===== config.mk =====
export PLATFORM = sky130hd
export DESIGN_NAME = alternating_step_stream_cipher
export DESIGN_NICKNAME = d
export VERILOG_FILES = /design/src/sv/asc_pkg.sv /design/src/sv/asc_ctrl.sv /design/src/sv/asc_dp.sv /design/src/sv/alternating_step_stream_cipher.sv
export SDC_FILE = /design/constraint.sdc
export NUM_CORES = 1
export LEC_CHECK = 0
export BUFFER_PORTS_ARGS = -buffer_cell sky130_fd_sc_hd__buf_4
export CAP_MARGIN = 20
export CELL_PAD_IN_SITES_DETAIL_PLACEMENT = 1
export CELL_PAD_IN_SITES_GLOBAL_PLACEMENT = 1
export CORE_MARGIN = 2
export CORE_UTILIZATION = 49
export CTS_CLUSTER_SIZE = 16
export DETAILED_ROUTE_END_ITERATION = 10
export GPL_ROUTABILITY_DRIVEN = 1
export HOLD_SLACK_MARGIN = 0.08
export MAX_ROUTING_LAYER = met4
export PLACE_DENSITY_LB_ADDON = 0.1
export SLEW_MARGIN = 25
export SYNTH_ARGS = -nofsm -noshare
export SYNTH_HDL_FRONTEND = slang
export SYNTH_SLANG_ARGS = --single-unit
export TNS_END_PERCENT = 100

===== constraint.sdc =====
create_clock -name i_clk -period 5.8 [get_ports i_clk]
set_clock_uncertainty 0.05 [all_clocks]
set_input_delay 0.58 -clock i_clk [delete_from_list [all_inputs] [get_ports i_clk]]
set_output_delay 0.58 -clock i_clk [all_outputs]
set_load 0.02 [all_outputs]

===== src/sv/asc_pkg.sv =====
// Shared types and constants for the alternating step stream cipher.
package asc_pkg;

    localparam logic [31:0] MASK_A  = 32'h8000_0057;
    localparam logic [31:0] MASK_B  = 32'h8000_0062;
    localparam logic [31:0] MASK_C  = 32'h2000_0029;
    localparam logic [31:0] TOP_BIT = 32'h8000_0000;

    typedef enum logic [1:0] {
        OP_LOAD  = 2'd0,
        OP_SKIP  = 2'd1,
        OP_CRYPT = 2'd2
    } t_op;

    typedef enum logic [1:0] {
        ST_IDLE,
        ST_SKIP,
        ST_DONE
    } t_state;

    typedef struct packed {
        logic take;
        logic start_skip;
        logic skip_step;
        logic finish_skip;
    } t_cmd;

    typedef struct packed {
        logic out_free;
        logic cnt_one;
    } t_stat;

    function automatic logic [31:0] step32(input logic [31:0] r, input logic [31:0] mask);
        logic [31:0] v;
        if (r[0]) begin
            v = ((r ^ mask) >> 1) | TOP_BIT;
        end else begin
            v = r >> 1;
        end
        return v;
    endfunction

endpackage


===== src/sv/asc_ctrl.sv =====
// Controller state machine: accepts beats and sequences skip runs.
module asc_ctrl import asc_pkg::*; (
    input  logic        i_clk,
    input  logic        i_rst_n,
    input  logic        i_valid,
    input  logic [1:0]  i_op,
    input  logic        i_skip_zero,
    input  t_stat       i_stat,
    output logic        o_stall,
    output t_cmd        o_cmd
);

    t_state r_state;
    t_state n_state;
    logic   is_skip;

    assign is_skip = (i_op == OP_SKIP) && !i_skip_zero;

    always_ff @(posedge i_clk) begin
        if (!i_rst_n) begin
            r_state <= ST_IDLE;
        end else begin
            r_state <= n_state;
        end
    end

    always_comb begin
        n_state = r_state;
        case (r_state)
            ST_IDLE: begin
                if (i_valid && i_stat.out_free && is_skip) begin
                    n_state = ST_SKIP;
                end
            end
            ST_SKIP: begin
                if (i_stat.cnt_one) begin
                    n_state = ST_DONE;
                end
            end
            ST_DONE: begin
                if (i_stat.out_free) begin
                    n_state = ST_IDLE;
                end
            end
            default: n_state = ST_IDLE;
        endcase
    end

    always_comb begin
        o_stall = 1'b1;
        o_cmd   = '0;
        case (r_state)
            ST_IDLE: begin
                o_stall = !i_stat.out_free;
                if (i_valid && i_stat.out_free) begin
                    o_cmd.start_skip = is_skip;
                    o_cmd.take       = !is_skip;
                end
            end
            ST_SKIP: begin
                o_cmd.skip_step = 1'b1;
            end
            ST_DONE: begin
                o_cmd.finish_skip = i_stat.out_free;
            end
            default: o_stall = 1'b1;
        endcase
    end

endmodule


===== src/sv/asc_dp.sv =====
// Datapath: shift registers, byte keystream step, skip counter, output register.
module asc_dp import asc_pkg::*; (
    input  logic        i_clk,
    input  logic        i_rst_n,
    input  t_cmd        i_cmd,
    input  logic [1:0]  i_op,
    input  logic [31:0] i_load_a,
    input  logic [31:0] i_load_b,
    input  logic [31:0] i_load_c,
    input  logic [15:0] i_skip_count,
    input  logic [7:0]  i_data_in,
    input  logic        i_end_of_message,
    input  logic        i_out_stall,
    output t_stat       o_stat,
    output logic        o_valid,
    output logic [7:0]  o_data_out,
    output logic        o_last_out
);

    logic [31:0] r_a, r_b, r_c;
    logic [15:0] r_cnt;
    logic        r_last_hold;
    logic        r_out_valid;
    logic [7:0]  r_out_data;
    logic        r_out_last;

    logic [31:0] nx_a, nx_b, nx_c;
    logic [7:0]  ks;

    // eight register-pair steps per keystream byte
    always_comb begin
        nx_a = r_a;
        nx_b = r_b;
        nx_c = r_c;
        ks   = '0;
        for (int i = 0; i < 8; i++) begin
            if (nx_a[0]) begin
                nx_b = step32(nx_b, MASK_B);
            end else begin
                nx_c = step32(nx_c, MASK_C);
            end
            nx_a  = step32(nx_a, MASK_A);
            ks[i] = nx_b[0] ^ nx_c[0];
        end
    end

    assign o_stat.out_free = !r_out_valid || !i_out_stall;
    assign o_stat.cnt_one  = (r_cnt == 16'd1);

    always_ff @(posedge i_clk) begin
        if (!i_rst_n) begin
            r_a <= '0;
            r_b <= '0;
            r_c <= '0;
            r_cnt <= '0;
        end else begin
            if (i_cmd.take && (i_op == OP_LOAD)) begin
                r_a <= i_load_a;
                r_b <= i_load_b;
                r_c <= i_load_c;
            end else if ((i_cmd.take && (i_op == OP_CRYPT)) || i_cmd.skip_step) begin
                r_a <= nx_a;
                r_b <= nx_b;
                r_c <= nx_c;
            end
            if (i_cmd.start_skip) begin
                r_cnt <= i_skip_count;
            end else if (i_cmd.skip_step) begin
                r_cnt <= r_cnt - 16'd1;
            end
        end
    end

    always_ff @(posedge i_clk) begin
        if (i_cmd.start_skip) begin
            r_last_hold <= i_end_of_message;
        end
        if (i_cmd.take) begin
            r_out_data <= (i_op == OP_CRYPT) ? (i_data_in ^ ks) : 8'd0;
            r_out_last <= i_end_of_message;
        end else if (i_cmd.finish_skip) begin
            r_out_data <= 8'd0;
            r_out_last <= r_last_hold;
        end
    end

    always_ff @(posedge i_clk) begin
        if (!i_rst_n) begin
            r_out_valid <= 1'b0;
        end else if (i_cmd.take || i_cmd.finish_skip) begin
            r_out_valid <= 1'b1;
        end else if (!i_out_stall) begin
            r_out_valid <= 1'b0;
        end
    end

    assign o_valid    = r_out_valid;
    assign o_data_out = r_out_data;
    assign o_last_out = r_out_last;

endmodule


===== src/sv/alternating_step_stream_cipher.sv =====
// Top level of the alternating step stream cipher.
//
// Input channel: i_valid / o_stall with fields i_op, i_load_a..c, i_skip_count,
// i_data_in, i_end_of_message. Output channel: o_valid / i_stall with
// o_data_out and o_last_out. Every input beat yields exactly one output beat.
// Load, crypt, unused op and zero-length skip: the result is registered in the
// output register as the beat is taken; one such beat per cycle is sustained
// while the receiver does not stall. A crypt beat runs its eight register-pair
// steps combinationally. A skip of N bytes runs one keystream byte per cycle
// through the same eight-step unit; next beat taken once its result is out.
// data_out is zero for all ops but crypt; last_out echoes end_of_message.
// When the receiver stalls, the output beat holds and o_stall rises until
// the output register can take a new result.
// Reset (synchronous, active low) clears all three shift registers, the
// skip counter and the output valid.
module alternating_step_stream_cipher import asc_pkg::*; (
    input  logic        i_clk,
    input  logic        i_rst_n,
    input  logic        i_valid,
    output logic        o_stall,
    input  logic [1:0]  i_op,
    input  logic [31:0] i_load_a,
    input  logic [31:0] i_load_b,
    input  logic [31:0] i_load_c,
    input  logic [15:0] i_skip_count,
    input  logic [7:0]  i_data_in,
    input  logic        i_end_of_message,
    output logic        o_valid,
    input  logic        i_stall,
    output logic [7:0]  o_data_out,
    output logic        o_last_out
);

    t_cmd  cmd;
    t_stat stat;

    asc_ctrl u_ctrl (
        .i_clk       (i_clk),
        .i_rst_n     (i_rst_n),
        .i_valid     (i_valid),
        .i_op        (i_op),
        .i_skip_zero (i_skip_count == 16'd0),
        .i_stat      (stat),
        .o_stall     (o_stall),
        .o_cmd       (cmd)
    );

    asc_dp u_dp (
        .i_clk            (i_clk),
        .i_rst_n          (i_rst_n),
        .i_cmd            (cmd),
        .i_op             (i_op),
        .i_load_a         (i_load_a),
        .i_load_b         (i_load_b),
        .i_load_c         (i_load_c),
        .i_skip_count     (i_skip_count),
        .i_data_in        (i_data_in),
        .i_end_of_message (i_end_of_message),
        .i_out_stall      (i_stall),
        .o_stat           (stat),
        .o_valid          (o_valid),
        .o_data_out       (o_data_out),
        .o_last_out       (o_last_out)
    );

endmodule

==> impl_metrics.tcl, run 1 <==
set metrics [dict create \
    whs_path_depth 1 \
    multiInputGateArea_um2 10100 \
    grt_util_all_layers_pct 39.8 \
    first_pass_iters 5 \
    nets 1885 \
    clock-sinks 125 \
    yosysSeqAreaShare_pct 19.4 \
    synth_most_common_cell "nor2_1" \
    grt_max_degree 117 \
    rr_worst_depth 10 \
    placed_area_um2 14500 \
    finalNonFillerCells 2110 \
    gr-total-overflow 0 \
    vias 14500 \
    ys_types 90 \
    ys_top_cells_by_area "dfxtp_1, mux2i_1, nor2_1" \
    cts_htree_levels 4 \
    synth_compound_area_share_pct 24.6 \
    hp-start "i_end_of_message" \
    post-place-cells 2078 \
    synthArstFlopShare_pct 0 \
    wl_mm 55.7 \
    cp.required_ns 6.06 \
    crit_arrival_ns 4.88 \
    cts_buffers 17 \
    synth_top_family_by_area "compound AO/OA/AOI/OAI gates" \
    setup.worst_path.class "reg -> reg" \
    worst_setup_hold_path_clk_slew_ns 0.07 \
    dp_hpwl_mm 38.9 \
    crit_fanout 67 \
    drv_slew 0 \
    wl_per_cell_um 26.4 \
    gp_congestion 0.960 \
    clkLatencyLatePin_ns 0.45 \
    ctsResizeCount 0 \
    ys_seq_elements 125 \
    die_w_um 169 \
    setup_viol 0 \
    netlist_instances 1728 \
    yosysTopAreaCell "dfxtp_1" \
    status "complete, no violations" \
    first_iter_violations 1523 \
    cap_violations 0 \
    fin_util_pct 56.2 \
    ys_warn_count 0 \
    yosys-top-cells-count "nor2_1, nand2_1, mux2i_1" \
    synthMuxAreaShare_pct 22.3 \
    syn2layout_area_growth_pct 12.8 \
    synth_edf_count 10 \
    r2r_slack_ns 1.17 \
    final_cell_area_um2 15100 \
    min_period_ns 4.63 \
    grt_first_pass_wirelength_mm 86.5 \
    hold_viol 0 \
    hold_end "u_dp.r_last_hold" \
    synth_adder_area_share_pct 0.187 \
    setup_tns_ns 0 \
    synth_flop_cell "dfxtp_1" \
    max_freq_ghz 0.216 \
    relSlewSlack_pct 37.5 \
    rr_startpoint "u_dp.r_a[0]" \
    cts_tree "built" \
    die_h_um 169 \
    num_rows 60 \
    synth_area_um2 13400 \
    root_buffer "clkbuf_16" \
    crit_path_end_kind "flip-flop" \
    syn_avg_cell_area_um2 7.75 \
    synthXorXnorAreaFrac_pct 8.17 \
    viasPerCell 6.86 \
    seqCellArea_um2 2610 \
    post-cts-setup-buffers 0 \
    antenna_found_initial 0 \
    ant_nets 0 \
    r2r-end "u_dp.r_b[4]" \
    num-fill-cells 3324 \
    fin_crit_sh_pct 79.8 \
    hold_class "in -> reg" \
    post-route-drc-count 0 \
    first_global_vias 14700 \
    worst_pin_slew_ns 0.938 \
    syn_nets 1857 \
    initial_core_util_pct 49.8 \
    rsz0062_at_grt "false" \
    die_area_um2 28700 \
    core-area_um2 26900 \
    drive_above_1_share_pct 19.8 \
    synthSimpleGateAreaFrac_pct 19.3 \
    start_kind "flip-flop" \
    io-pin-count 138 \
    hold_buffers 0 \
    synth_top_area_share_pct 17.2 \
    n_antenna_cell 0 \
    io_buffers 137 \
    cts_buffer_depth 2 \
]
[cell usage in the layout, fill, tap and decap left out, drive strengths merged, types with 35 or more instances in the layout]
cell type | netlist | layout
nor2 | 259 | 259
nand2 | 199 | 199
buf | 76 | 172
mux2i | 148 | 148
dfxtp | 115 | 115
a21oi | 114 | 114
o21ai | 78 | 78
mux2 | 62 | 62
o211ai | 59 | 59
xnor2 | 57 | 57
a211oi | 53 | 53
nor3 | 44 | 44
xor2 | 40 | 40
mux4 | 35 | 35
[state kept, by name, indices dropped and copies added (netlist names)]
| signal | count |
|---|---|
| u_ctrl.r_state | 2 |
| u_dp.o_data_out | 8 |
| u_dp.o_last_out | 1 |
| u_dp.o_valid | 1 |
| u_dp.r_a | 32 |
| u_dp.r_b | 32 |
| u_dp.r_c | 32 |
| u_dp.r_cnt | 16 |
| u_dp.r_last_hold | 1 |
[layer usage]
metal / share of wire [%] / GRT usage (%) / wire, µm / vias to the layer above
met5: 0 / - / 0 / -
met4: 4.0 / 16.1 / 2250 / 0
met3: 7.9 / 6.02 / 4400 / 148
met2: 45 / 60.1 / 24800 / 712
met1: 43 / 53.6 / 24200 / 7161
li1: - / - / - / 6445
[critical path, stage by stage (launching register included)]
cell and delay, ns:
dfxtp_4 0.95, xor3_2 0.87, nand2_1 0.38, o22a_1 0.32
xnor3_1 0.65, xnor2_1 0.22, nand2_1 0.09, o211ai_1 0.19
a31oi_1 0.15, a221oi_1 0.41, a31oi_1 0.13
[how the worst max path moves through the flow]
stage	from	endpoint	slack [ns]	cells after the start
2_1_floorplan	u_dp.r_a[1]	u_dp.r_b[5]	2.54	11
3_3_place_gp	u_dp.r_a[0]	u_dp.o_data_out[6]	1.46	10
3_5_place_dp	u_dp.r_a[0]	u_dp.o_data_out[6]	1.36	10
4_1_cts	u_dp.r_a[2]	u_dp.r_c[17]	1.33	13
5_1_grt	u_dp.r_a[0]	u_dp.r_b[4]	0.98	11
6_report	u_dp.r_a[0]	u_dp.r_b[4]	1.17	10
[final cells by class]
type,count,area share [%]
Multi-Input combinational cell,1430,67.0
Sequential cell,125,17.3
Timing Repair Buffer,172,8.63
Clock buffer,18,2.98
Tap cell,341,2.82
Clock inverter,14,1.08
Inverter,10,0.248
[per-stage QoR]
stage	hold slack, ns	setup WS [ns]
final	0.280	1.17
after global routing	0.268	0.976
after CTS	0.267	1.33
after detailed placement	0.401	1.36
after global placement	0.390	1.46
after floorplan	0.382	2.54
[kinds of logic (layout without fill, tap and decap cells)]
family | count (synthesis) | count (layout)
AO/OA/AOI/OAI | 476 | 476
XOR/XNOR | 104 | 104
adder cells (fa/ha/maj) | 2 | 2
buffers and inverters | 173 | 214
flip-flops | 125 | 125
multiplexers | 245 | 245
AND/OR/NAND/NOR | 603 | 603
Power of run 1 is not shown: default switching activity piles up to over one toggle a cycle in this logic, so the estimate is an artifact.
==> run 2, diff against run 1 <==
- CORE_UTILIZATION: 49 -> 45
- clock period: 5.8 -> 4.4 ns (I/O delays scaled with it)
==> run 2 against run 1 <==
Against the previous run:
- via count shrank 1.3%
- die area up 8.7%
- design area rose by 2.1%
- non-clock buffer count rose by 33
- register-to-register slack worse by 0.83 ns
- worst setup slack lost 0.83 ns
- maximum frequency grew 14%
- count of clock-buffer cells in the layout fell by 1
- utilization fell by 3.9 points
- global-route usage shrank 2.8 points
- critical path depth increased by 2
- first-iteration DRC count down 19%
- largest cell class unchanged
==> impl_metrics.tcl, run 2 (synthesis results as in run 1) <==
set metrics [dict create \
    status "complete, no violations" \
    r2r_slack_ns 0.34 \
    worst_pin_slew_ns 0.920 \
    core-area_um2 29500 \
    grt_first_pass_wirelength_mm 85.9 \
    grt_util_all_layers_pct 37.0 \
    place_ws_ns 0.500 \
    cap_violations 0 \
    final_common_cell "nor2_1" \
    first_pass_iters 5 \
    first_iter_violations 1229 \
    num-fill-cells 3623 \
    nets 1918 \
    io-pin-count 138 \
    relSlewSlack_pct 38.2 \
    cts_buffers 17 \
    num_rows 63 \
    hold_class "in -> reg" \
    gr-total-overflow 0 \
    post-cts-setup-buffers 0 \
    grt_max_degree 111 \
    dp_hpwl_mm 40.5 \
    worst_setup_hold_path_clk_slew_ns 0.07 \
    die_area_um2 31200 \
    cts_htree_levels 4 \
    wl_per_cell_um 25.3 \
    layout_common_cells "nor2_1, buf_4, nand2_1, mux2i_1, a21oi_1" \
    drive_above_1_share_pct 21.3 \
    cts_buffer_depth 2 \
    min_period_ns 4.06 \
    root_buffer "clkbuf_16" \
    start_kind "flip-flop" \
    setup_tns_ns 0 \
    rsz0062_at_grt "false" \
    vias 14300 \
    hold_viol 0 \
    antenna_found_initial 1 \
    max_freq_ghz 0.246 \
    wl_mm 55.6 \
    reg_top3 "u_dp.r_a x32, u_dp.r_b x32, u_dp.r_c x32" \
    cp.required_ns 4.57 \
    die_h_um 177 \
    crit_arrival_ns 4.23 \
    drv_slew 0 \
    setup.worst_path.class "reg -> reg" \
    clock-sinks 125 \
    timing.final.ws_setup_ns 0.339 \
    syn2layout_area_growth_pct 15.3 \
    viasPerCell 6.51 \
    initial_core_util_pct 45.4 \
    post-route-drc-count 0 \
    die_w_um 177 \
    gp_congestion 0.948 \
    cts_tree "built" \
    ant_nets 0 \
    hold_buffers 0 \
    ctsResizeCount 0 \
    crit_fanout 18 \
    clkLatencyLatePin_ns 0.46 \
    io_buffers 137 \
    crit_path_end_kind "flip-flop" \
    fin_crit_sh_pct 92.3 \
    first_global_vias 14400 \
    setup_viol 0 \
]
[run 2: cell types whose count changed in the layout (fill, tap and decap cells not counted), sizes merged]
cell,change
buf,+33
clkbuf,-1
diode,+1
inv,+1
[run 2: path summary, 6_finish.rpt]
check                                 startpoint                 end  depth (start not counted)
worst max register to register       u_dp.r_a[2]  u_dp.o_data_out[7]                         12
worst max-delay path                 u_dp.r_a[2]  u_dp.o_data_out[7]                         12
worst min register to register      u_dp.r_a[28]        u_dp.r_a[28]                          2
worst min-delay path            i_end_of_message    u_dp.r_last_hold                          1
[run 2: critical path: stages (launching register included)]
cell and delay (ns):
dfxtp_2 0.75, buf_4 0.39, mux2i_1 0.22, nor2_1 0.06, a21oi_1 0.39, mux2i_1 0.14, a21oi_1 0.45, nor2_1 0.10
a211oi_2 0.49, xnor2_2 0.24, xor2_1 0.26, xnor2_1 0.10, and2b_1 0.15
[run 2: cell type report]
| cell class | count | area [µm²] | share of cell area (%) |
|---|---|---|---|
| multi-input cells | 1430 | 10100 | 65.5 |
| clock buffers | 17 | 425 | 2.76 |
| well taps | 390 | 488 | 3.16 |
| inverters | 10 | 37.5 | 0.243 |
| clock inverters | 15 | 169 | 1.09 |
| diodes | 1 | 2.50 | 0.0162 |
| repair buffers | 205 | 1590 | 10.3 |
| flip-flops and latches | 125 | 2610 | 16.9 |
[run 2: stage by stage]
step,std cells,area (µm²),hold WS (ns),util (%)
after floorplan,1728,13400,0.382,-
after global placement,2160,14800,0.390,50.3
after detailed placement,2160,14800,0.404,50.3
after CTS,2192,15400,0.102,52.4
after global routing,2193,15400,0.106,52.4
final,2193,15400,0.116,52.4
[run 2: metal layers]
layer  vias to the layer above  wire (µm)  track usage [%]
li1                       6511          -                -
met1                      7107      24600             49.3
met2                       561      25200             56.5
met3                        98       3890             6.57
met4                         0       1870             13.0
met5                         -          0                -
Power of run 2 is left out for the same reason.
